===== config.mk =====
export PLATFORM = sky130hd
export DESIGN_NAME = ple_cell
export DESIGN_NICKNAME = d
export VERILOG_FILES = /design/src/ple_pkg.sv /design/src/ple_cell.sv
export SDC_FILE = /design/constraint.sdc
export NUM_CORES = 1
export LEC_CHECK = 0
export ABC_CLOCK_PERIOD_IN_PS = 1800
export BUFFER_PORTS_ARGS = -buffer_cell sky130_fd_sc_hd__buf_2
export CAP_MARGIN = 15
export CORE_AREA = 4 4 90 92
export DETAILED_ROUTE_END_ITERATION = 8
export DIE_AREA = 0 0 94 96
export PLACE_DENSITY_LB_ADDON = 0.1
export SLEW_MARGIN = 20
export SYNTH_ARGS = -nofsm -noshare
export SYNTH_HDL_FRONTEND = slang
export SYNTH_SLANG_ARGS = --single-unit

===== constraint.sdc =====
create_clock -name i_clk -period 1.8 [get_ports i_clk]
set_input_delay 0.09 -clock i_clk [delete_from_list [all_inputs] [get_ports i_clk]]
set_output_delay 0.09 -clock i_clk [all_outputs]
set_load 0.02 [all_outputs]

===== src/ple_pkg.sv =====
// positional list engine: shared types, action and status codes
// used by ple_cell and positional_list_engine_top; no dependencies
`timescale 1ns / 1ps

package ple_pkg;

    localparam int CAPACITY_DEF  = 256;
    localparam int WORD_BITS_DEF = 32;
    localparam int ACT_W         = 4;
    localparam int STATUS_W      = 2;

    typedef enum logic [ACT_W-1:0] {
        ACT_INS_POS   = 4'd0,
        ACT_INS_FRONT = 4'd1,
        ACT_INS_BACK  = 4'd2,
        ACT_REM_POS   = 4'd3,
        ACT_REM_FRONT = 4'd4,
        ACT_REM_BACK  = 4'd5,
        ACT_READ      = 4'd6,
        ACT_RESTART   = 4'd7,
        ACT_NEXT      = 4'd8
    } t_action;

    typedef enum logic [STATUS_W-1:0] {
        ST_OK   = 2'd0,
        ST_NONE = 2'd1,
        ST_FULL = 2'd2
    } t_status;

    typedef enum logic [1:0] {
        SH_HOLD = 2'd0,
        SH_INS  = 2'd1,
        SH_REM  = 2'd2
    } t_shift_op;

    typedef struct packed {
        t_shift_op op;
        logic      tap_load;
        logic      tap_shift;
    } t_cell_ctl;

endpackage


===== src/ple_cell.sv =====
// one list cell: holds one entry and one tap register of the read chain
// depends on ple_pkg
`timescale 1ns / 1ps

module ple_cell #(
    parameter int WORD_BITS = ple_pkg::WORD_BITS_DEF,
    parameter int POS_W     = 9,
    parameter int IDX       = 0
) (
    input  logic                 i_clk,
    input  ple_pkg::t_cell_ctl   i_ctl,
    input  logic [POS_W-1:0]     i_pos,
    input  logic [WORD_BITS-1:0] i_word,
    input  logic [WORD_BITS-1:0] i_left,
    input  logic [WORD_BITS-1:0] i_right,
    input  logic [WORD_BITS-1:0] i_tap_right,
    output logic [WORD_BITS-1:0] o_data,
    output logic [WORD_BITS-1:0] o_tap
);
    import ple_pkg::*;

    localparam logic [POS_W-1:0] MY_IDX = POS_W'(IDX);

    logic [WORD_BITS-1:0] r_data;
    logic [WORD_BITS-1:0] r_tap;
    logic [WORD_BITS-1:0] n_data;
    logic [WORD_BITS-1:0] n_tap;

    always_comb begin
        n_data = r_data;
        case (i_ctl.op)
            SH_INS: begin
                if (i_pos == MY_IDX) begin
                    n_data = i_word;
                end else if (i_pos < MY_IDX) begin
                    n_data = i_left;
                end
            end
            SH_REM: begin
                if (i_pos <= MY_IDX) begin
                    n_data = i_right;
                end
            end
            default: n_data = r_data;
        endcase
    end

    always_comb begin
        n_tap = r_tap;
        if (i_ctl.tap_load) begin
            n_tap = r_data;
        end else if (i_ctl.tap_shift) begin
            n_tap = i_tap_right;
        end
    end

    always_ff @(posedge i_clk) begin
        r_data <= n_data;
        r_tap  <= n_tap;
    end

    assign o_data = r_data;
    assign o_tap  = r_tap;

endmodule


==> results_dict.tcl, run 1 <==
set metrics [dict create \
    crit_family "flip-flops" \
    fmaxAchievable_mhz 996 \
    dieArea_sq_um 9020 \
    period_share 0.558 \
    firstDrtPassIters 4 \
    cts.repair.resized 0 \
    worst_pin_slew_ps 780 \
    setup_viol_count_final 0 \
    final.setup.worst_slack_ps 796 \
    chipHeight_um 96 \
    arrival_ps 910 \
    dr_wl_met3_um 768 \
    synth_seq_cells 64 \
    r2r_setup_slack_ps 870 \
    dp_slack_ps 508 \
    skew_ps 6.72 \
    syn_area_sq_um 2900 \
    pin_count 206 \
    place_congestion 0.744 \
    crit_fanout 2 \
    core_area_sq_um 7210 \
    clock-sinks 64 \
    synth_warnings 0 \
    dp_hpwl_um 5080 \
    postCtsSetupRepairBufs 0 \
    root_buffer "clkbuf_8" \
    wl_met1_um 2310 \
    slowest_stage "edfxtp_1" \
    rows 31 \
    post-route-min-period_ps 1000 \
    cp-start-kind "register" \
    endpoint_kind "output pin" \
    startpoint "o_data[31]" \
    seq_area_frac_synth 0.663 \
    clk_path_buf_depth 2 \
    routed_wl_um 6540 \
    hold_viol_final 0 \
    r2r_cells 1 \
    vias_per_cell 4.43 \
    layout.nets 466 \
    antenna_cells 0 \
    grt_pass1_wl_um 9600 \
    fin_area_sq_um 4030 \
    vias 1894 \
    rsz0062_at_grt "no" \
    maxSlewViolCount 0 \
    tritoncts "yes" \
    route.met2.wl_um 3330 \
    routedWlPerCell_um 15.3 \
    drive_gt1_frac 0.784 \
    r2r-end "o_tap[31]" \
    syn_nets 285 \
    die-width_um 94 \
    cp_cell_sequence "buf_2" \
    ys_types 13 \
    p_leak_nw 1.79 \
    cp.depth 1 \
    hold_path_class "input pin to register" \
    drc_errors 0 \
    io_buffer_count 173 \
    drt_iter0_drc 16 \
    finalPower_mw 3.30 \
    antenna_found_initial 0 \
    grt_pass1_vias 1956 \
    path_clk_slew_ps 70 \
    top_layer "met4" \
    post_dp_cell_area_sq_um 3850 \
    outcome "completed" \
    worstSetupPathType "register to output pin" \
    grt_usage 0.145 \
    fin_setup_tns_ps 0 \
    initial_utilization 0.402 \
    maxCapViolations 0 \
    numCtsBuffers 9 \
    critPathBufInv 1 \
    clk_latency_ps 330 \
    powerDensity_nw_per_um2 820 \
    hold_buffers 0 \
    ant_nets 0 \
    grt_start_max_net_pins 33 \
    crit_path_max_incr_delay_ps 410 \
    peakVddDrop_mv 0.319 \
    cp-endpoint "o_data[31]" \
    area_growth_pct 39.0 \
    whs_ps 53.8 \
    htree_levels 3 \
    relSlewSlack 0.480 \
    r2r_start "o_data[31]" \
    required_ps 1710 \
    avgSynthCellArea_sq_um 20.3 \
    gr-total-overflow 0 \
    synth_cells 143 \
]
[report_power, final]
group	leakage [nW]	switching, mW	internal (mW)	total, mW
sequential	0.614	0.0110	1.71	1.72
combinational	1.09	0.197	0.245	0.443
clock	0.0941	0.510	0.634	1.14
total	1.79	0.718	2.59	3.30
[cells in the final DEF, fill, tap and decap left out]
master       n
buf_12       1
nor2_1       1
clkinv_2     3
edfxtp_1    64
nor3_1       1
bufinv_16    1
buf_2      173
and4_2       1
clkbuf_8     9
or2_2        1
mux2_4      30
nor2b_4      1
nor4_1       1
mux2_2      34
clkbuf_1     3
xor2_1       1
buf_4        4
[through the flow]
stage,cells,util
after floorplan,143,-
after global placement,412,0.533
after detailed placement,412,0.533
after CTS,428,0.558
after global routing,428,0.558
final,428,0.558
[synthesized netlist by cell type (all sizes together)]
cell type,instances,area (sq um)
edfxtp,64,1920
nor4,1,6.26
nor2b,1,13.8
or2,1,6.26
nor2,1,3.75
nor3,1,5.00
buf,8,91.3
mux2,64,833
and4,1,8.76
xor2,1,8.76
[cell type report]
type                       count  area [sq um]
timing repair buffer         178           916
clock inverter                 4          45.0
clock buffer                  12           135
fill                         633          3190
multi-input combinational     71           887
tap                           99           124
sequential                    64          1920
[sequential cells by signal, indices dropped and copies added, names as in the netlist]
register  cells
o_tap        32
o_data       32
[layer usage]
metal,GRT usage,up-vias
met4,0.0830,0
met3,0.0555,10
li1,-,921
met5,0,-
met2,0.253,106
met1,0.150,857
[worst min-delay path by stage]
stage | to | start | cells after the start
finish | o_data[25] | i_right[25] | 2
global route | o_data[2] | i_right[2] | 2
CTS | o_data[25] | i_right[25] | 2
detailed placement | o_data[28] | i_word[28] | 2
global placement | o_tap[22] | i_tap_right[22] | 2
floorplan | o_data[0] | i_right[0] | 1
[logic make-up (layout without fill, tap and decap cells)]
kind of cell / count (synthesis) / in the layout / synth area share
muxes: 64 / 64 / 0.287
DFF: 64 / 64 / 0.663
buffers and inverters: 8 / 194 / 0.0315
and+or+nand+nor: 6 / 6 / 0.0151
xor gates and xnor gates: 1 / 1 / 0.00302
Note: power is estimated with default switching activity, not from simulation.
==> run 2, diff against run 1 <==
--- a/config.mk
+++ b/config.mk
@@ -5,12 +5,13 @@
 export SDC_FILE = /design/constraint.sdc
 export NUM_CORES = 1
 export LEC_CHECK = 0
-export ABC_CLOCK_PERIOD_IN_PS = 1800
+export ABC_AREA = 1
+export ABC_CLOCK_PERIOD_IN_PS = 900
 export BUFFER_PORTS_ARGS = -buffer_cell sky130_fd_sc_hd__buf_2
 export CAP_MARGIN = 15
-export CORE_AREA = 4 4 90 92
+export CORE_AREA = 4 4 95 97
 export DETAILED_ROUTE_END_ITERATION = 8
-export DIE_AREA = 0 0 94 96
+export DIE_AREA = 0 0 99 101
 export PLACE_DENSITY_LB_ADDON = 0.1
 export SLEW_MARGIN = 20
 export SYNTH_ARGS = -nofsm -noshare
==> constraint.sdc (replaced) <==
create_clock -name i_clk -period 0.9 [get_ports i_clk]
set_input_delay 0.045 -clock i_clk [delete_from_list [all_inputs] [get_ports i_clk]]
set_output_delay 0.045 -clock i_clk [all_outputs]
set_load 0.02 [all_outputs]
==> run 2 against run 1 <==
Net effect: the flow now finishes with violations (negative setup slack); via count is 51% higher; final cell count is 52% higher; critical path depth stayed put; cell area is 26% higher; non-clock buffer count is 81 higher; hold slack worse by 40 ps; total power is 100% higher; synthesized area is 1.9% higher; global-route usage is 3.4 points higher; register-to-register slack worse by 880 ps; die area is 11% higher; largest power group unchanged.
==> results_dict.tcl, run 2 <==
set metrics [dict create \
    outcome "finished, violations left" \
    violations "negative setup slack" \
    area_growth_pct 71.8 \
    crit_family "flip-flops" \
    drt_iter0_drc 75 \
    layout.nets 685 \
    clk_path_buf_depth 2 \
    synth_area_leaders "edfxtp_1, nand2_1, nand3_1, buf_6, nand2_2" \
    multi_input_area_sq_um 883 \
    initial_utilization 0.363 \
    dieArea_sq_um 10000 \
    crit_path_max_incr_delay_ps 450 \
    skew_ps 4.77 \
    pin_count 206 \
    period_share 1.11 \
    vias 2868 \
    gr-total-overflow 0 \
    arrival_ps 950 \
    rsz0062_at_grt "yes" \
    critPathBufInv 1 \
    drive_gt1_frac 0.410 \
    antenna_found_initial 0 \
    worst_pin_slew_ps 465 \
    power_frac_seq 0.523 \
    slowest_stage "edfxtp_1" \
    grt_usage 0.179 \
    place_congestion 0.789 \
    dp_cells 559 \
    synth.most_common_cell "nand2_1" \
    setup_viol_count_final 47 \
    vias_per_cell 4.41 \
    dp_hpwl_um 5840 \
    numCtsBuffers 9 \
    rows 33 \
    endpoint_kind "output pin" \
    cp_cell_sequence "buf_6" \
    die-width_um 99 \
    mostFrequentLayoutCells "nand2_1, buf_2, dlygate4sd3_1" \
    grt_pass1_vias 3031 \
    post_dp_cell_area_sq_um 3880 \
    maxCapViolations 0 \
    fin_util 0.624 \
    root_buffer "clkbuf_8" \
    crit_fanout 2 \
    peakVddDrop_mv 0.602 \
    final_common_cell "nand2_1" \
    routedWlPerCell_um 13.7 \
    p_leak_nw 2.44 \
    fin_setup_tns_ps -1510 \
    p_comb_frac 0.183 \
    drc_errors 0 \
    syn_nets 432 \
    powerDensity_nw_per_um2 1310 \
    cp-start-kind "register" \
    seq_area_frac_synth 0.651 \
    syn_area_sq_um 2950 \
    maxSlewViolCount 0 \
    worstSetupPathType "register to output pin" \
    chipHeight_um 101 \
    tritoncts "yes" \
    swShare 0.244 \
    intPower_mw 5.01 \
    whs_ps 13.4 \
    grt_start_max_net_pins 33 \
    synth_seq_cells 64 \
    fmaxAchievable_mhz 1000 \
    yosysTopAreaCellShare 0.651 \
    ys_types 13 \
    synth_cells 290 \
    regArea_sq_um 1920 \
    htree_levels 3 \
    io_buffer_count 173 \
    synthTopCellsByCount "nand2_1, edfxtp_1, nand3_1" \
    core_area_sq_um 8130 \
    avgSynthCellArea_sq_um 10.2 \
    path_clk_slew_ps 60 \
    clk_latency_ps 330 \
    synth_edf_count 64 \
    synth_top_cell_by_area "edfxtp_1" \
    relSlewSlack 0.690 \
    ys.flop_type "edfxtp_1" \
    hold_viol_final 0 \
    grt_pass1_wl_um 14000 \
    clock_power_share 0.294 \
    required_ps 850 \
    switchingPower_mw 1.62 \
    clock-sinks 64 \
    stdcell_count 651 \
    firstDrtPassIters 6 \
    antenna_cells 0 \
    post-route-min-period_ps 995 \
    final.setup.worst_slack_ps -95.4 \
    async_reset_ff_frac 0 \
    hold_path_class "input pin to register" \
    fin_area_sq_um 5080 \
    synth_warnings 0 \
    fillCellCount 712 \
    ant_nets 0 \
    routed_wl_um 8900 \
]
==> run 2: changes by cell type in the layout (fill, tap and decap cells not counted), moves of 3 or more <==
cell and delta:
nand2_1 +145, buf_6 +44, nor2_1 +3, mux2_2 -34, mux2_4 -30, buf_4 +10, buf_2 -43, dlygate4sd3_1 +70
nand2_2 +19, nand3_1 +33
==> run 2: cells by family (layout without fill, tap and decap cells) <==
kind of cell / after synthesis / count (layout) / synth area share
buf+inv: 22 / 278 / 0.0614
flops: 64 / 64 / 0.651
simple gates: 204 / 204 / 0.288
==> run 2: power by group through the flow <==
stage / clock network (mW) / registers (mW) / logic, mW
floorplan: 0 / 3.68 / 0.380
finish: 1.95 / 3.47 / 1.21
global placement: 0 / 3.51 / 0.906
detailed placement: 0 / 3.52 / 0.915
global route: 2.15 / 3.48 / 1.34
CTS: 2.01 / 3.46 / 1.17
==> run 2: path summary, 6_finish.rpt <==
kind	from	to	slack, ps	cells after the start
max	o_data[27]	o_data[27]	-100	1
min	i_right[4]	o_data[4]	10	3
max reg2reg	o_data[9]	o_tap[9]	-10	3
min reg2reg	o_data[14]	o_tap[14]	550	2
==> run 2: metrics by stage <==
stage | setup WS [ps] | power, mW
floorplan | -356 | 4.06
global placement | -158 | 4.42
detailed placement | -199 | 4.43
CTS | -118 | 6.64
global route | -135 | 6.96
finish | -95.4 | 6.63
==> run 2: layout make-up <==
cell class | instances | share of cell area
Clock buffer | 12 | 0.0266
Multi-Input combinational cell | 204 | 0.174
Timing Repair Buffer | 259 | 0.388
Tap cell | 105 | 0.0259
Sequential cell | 64 | 0.379
Inverter | 5 | 0.00468
Clock inverter | 2 | 0.00173
==> run 2: timing repair <==
item                                   in CTS  in global routing
resized for setup                          56                 38
pin swaps                                   2                  5
endpoints found under the hold margin      63                  0
hold buffers                               70                  0
gates cloned                                0                  0
setup buffers                               2                  6
setup endpoints to repair                  64                 66
==> run 2: routing by layer <==
layer / global-route usage / wire length [um]
met5: 0 / 0
met4: 0.0767 / 165
met3: 0.0422 / 694
met2: 0.327 / 4610
met1: 0.198 / 3430
==> run 2: tightest hold or removal path, stage by stage <==
cell	delay (ps)
buf_2	80
nand3_1	60
nand2_1	60
==> run 3, diff against run 2 <==
--- a/config.mk
+++ b/config.mk
@@ -13,6 +13,7 @@
 export DETAILED_ROUTE_END_ITERATION = 8
 export DIE_AREA = 0 0 99 101
 export PLACE_DENSITY_LB_ADDON = 0.1
+export RECOVER_POWER = 100
 export SLEW_MARGIN = 20
 export SYNTH_ARGS = -nofsm -noshare
 export SYNTH_HDL_FRONTEND = slang
==> run 3 against run 2 <==
Net effect: the flow still finishes with violations (negative setup slack); register-to-register slack about the same; via count unchanged; combinational power barely moved; worst setup slack improved by 3.5 ps; first-iteration DRC count is 15% higher; sequential share of layout area grew 0.20 points; critical path depth did not move; global-route usage stayed put; cell area fell by 0.52%; hold slack improved by 2.7 ps; routed wire length barely moved; sequential cell count is the same; critical endpoint unchanged; largest power group unchanged.
==> results_dict.tcl, run 3 (synthesized netlist as in run 2, its figures left out) <==
set metrics [dict create \
    outcome "finished, violations left" \
    violations "negative setup slack" \
    grt_start_max_net_pins 33 \
    cp-start-kind "register" \
    arrival_ps 950 \
    p_leak_nw 2.44 \
    routedWlPerCell_um 13.7 \
    vias_per_cell 4.41 \
    area_growth_pct 70.9 \
    numCtsBuffers 9 \
    period_share 1.10 \
    fin_util 0.621 \
    grt_pass1_vias 3031 \
    maxCapViolations 0 \
    switchingPower_mw 1.60 \
    htree_levels 3 \
    regArea_sq_um 1920 \
    crit_family "flip-flops" \
    worst_pin_slew_ps 463 \
    endpoint_kind "output pin" \
    post_dp_cell_area_sq_um 3880 \
    dieArea_sq_um 10000 \
    relSlewSlack 0.691 \
    rsz0062_at_grt "yes" \
    skew_ps 5.72 \
    grt_usage 0.179 \
    io_buffer_count 173 \
    worstSetupPathType "register to output pin" \
    hold_path_class "input pin to register" \
    dp_cells 559 \
    chipHeight_um 101 \
    cp_cell_sequence "buf_6" \
    clk_path_buf_depth 2 \
    intPower_mw 5.01 \
    final_common_cell "nand2_1" \
    whs_ps 16.1 \
    critPathBufInv 1 \
    maxSlewViolCount 0 \
    place_congestion 0.789 \
    clock-sinks 64 \
    firstDrtPassIters 4 \
    fmaxAchievable_mhz 1010 \
    fillCellCount 716 \
    root_buffer "clkbuf_8" \
    drc_errors 0 \
    fin_area_sq_um 5050 \
    slowest_stage "edfxtp_1" \
    required_ps 850 \
    mostFrequentLayoutCells "nand2_1, buf_2, dlygate4sd3_1" \
    powerDensity_nw_per_um2 1310 \
    swShare 0.243 \
    final.setup.worst_slack_ps -91.9 \
    post-route-min-period_ps 992 \
    initial_utilization 0.363 \
    drt_iter0_drc 86 \
    power_frac_seq 0.525 \
    hold_viol_final 0 \
    crit_path_max_incr_delay_ps 450 \
    rows 33 \
    p_comb_frac 0.182 \
    r2r_setup_slack_ps -10 \
    path_clk_slew_ps 60 \
    setup_viol_count_final 47 \
    die-width_um 99 \
    tritoncts "yes" \
    clock_power_share 0.293 \
    stdcell_count 651 \
    dp_hpwl_um 5840 \
    clk_latency_ps 330 \
    crit_fanout 2 \
    gr-total-overflow 0 \
    grt_pass1_wl_um 14000 \
    routed_wl_um 8900 \
    multi_input_area_sq_um 868 \
    core_area_sq_um 8130 \
    layout.nets 685 \
    vias 2868 \
    pin_count 206 \
    antenna_cells 0 \
    drive_gt1_frac 0.399 \
    peakVddDrop_mv 0.591 \
    ant_nets 0 \
    antenna_found_initial 0 \
]
==> run 3: worst paths after layout <==
check	startpoint	end	depth (start not counted)
worst max-delay path	o_data[27]	o_data[27]	1
worst min-delay path	i_right[4]	o_data[4]	3
worst max register to register	o_data[9]	o_tap[9]	3
worst min register to register	o_data[14]	o_tap[14]	2
==> run 3: power groups by stage <==
| stage | Clock (mW) | Combinational [mW] | Sequential [mW] |
|---|---|---|---|
| floorplan | 0 | 0.380 | 3.68 |
| global placement | 0 | 0.906 | 3.51 |
| detailed placement | 0 | 0.915 | 3.52 |
| CTS | 2.01 | 1.17 | 3.46 |
| global route | 2.15 | 1.33 | 3.48 |
| finish | 1.94 | 1.21 | 3.47 |
==> run 3: per-stage QoR <==
stage / worst slack (ps) / power (mW) / setup TNS, ps
after CTS: -118 / 6.64 / -2470
after floorplan: -356 / 4.06 / -11410
final: -91.9 / 6.61 / -1420
after detailed placement: -199 / 4.43 / -10440
after global routing: -135 / 6.95 / -4020
after global placement: -158 / 4.42 / -8940
==> run 3: final cells by class <==
cell class,count,area share
flip-flops and latches,64,0.381
inverters,5,0.00421
clock buffers,12,0.0268
well taps,105,0.0260
clock inverters,2,0.00173
multi-input cells,204,0.172
repair buffers,259,0.389
==> run 3: repair_timing <==
item,in CTS,in global routing
hold buffers,70,0
setup endpoints to repair,64,66
gates resized for setup,56,38
buffers inserted,2,6
hold endpoints to repair,63,0
cloned,0,0
pin swaps,2,5
==> run 3: routing by layer <==
layer  routed length [um]  global-route usage  vias to the layer above  share of wire
met3                  722              0.0422                       16          0.081
li1                     -                   -                     1457              -
met5                    0                   0                        -              0
met1                 3370               0.198                     1269           0.38
met4                  191              0.0767                        0          0.021
met2                 4610               0.327                      126           0.52
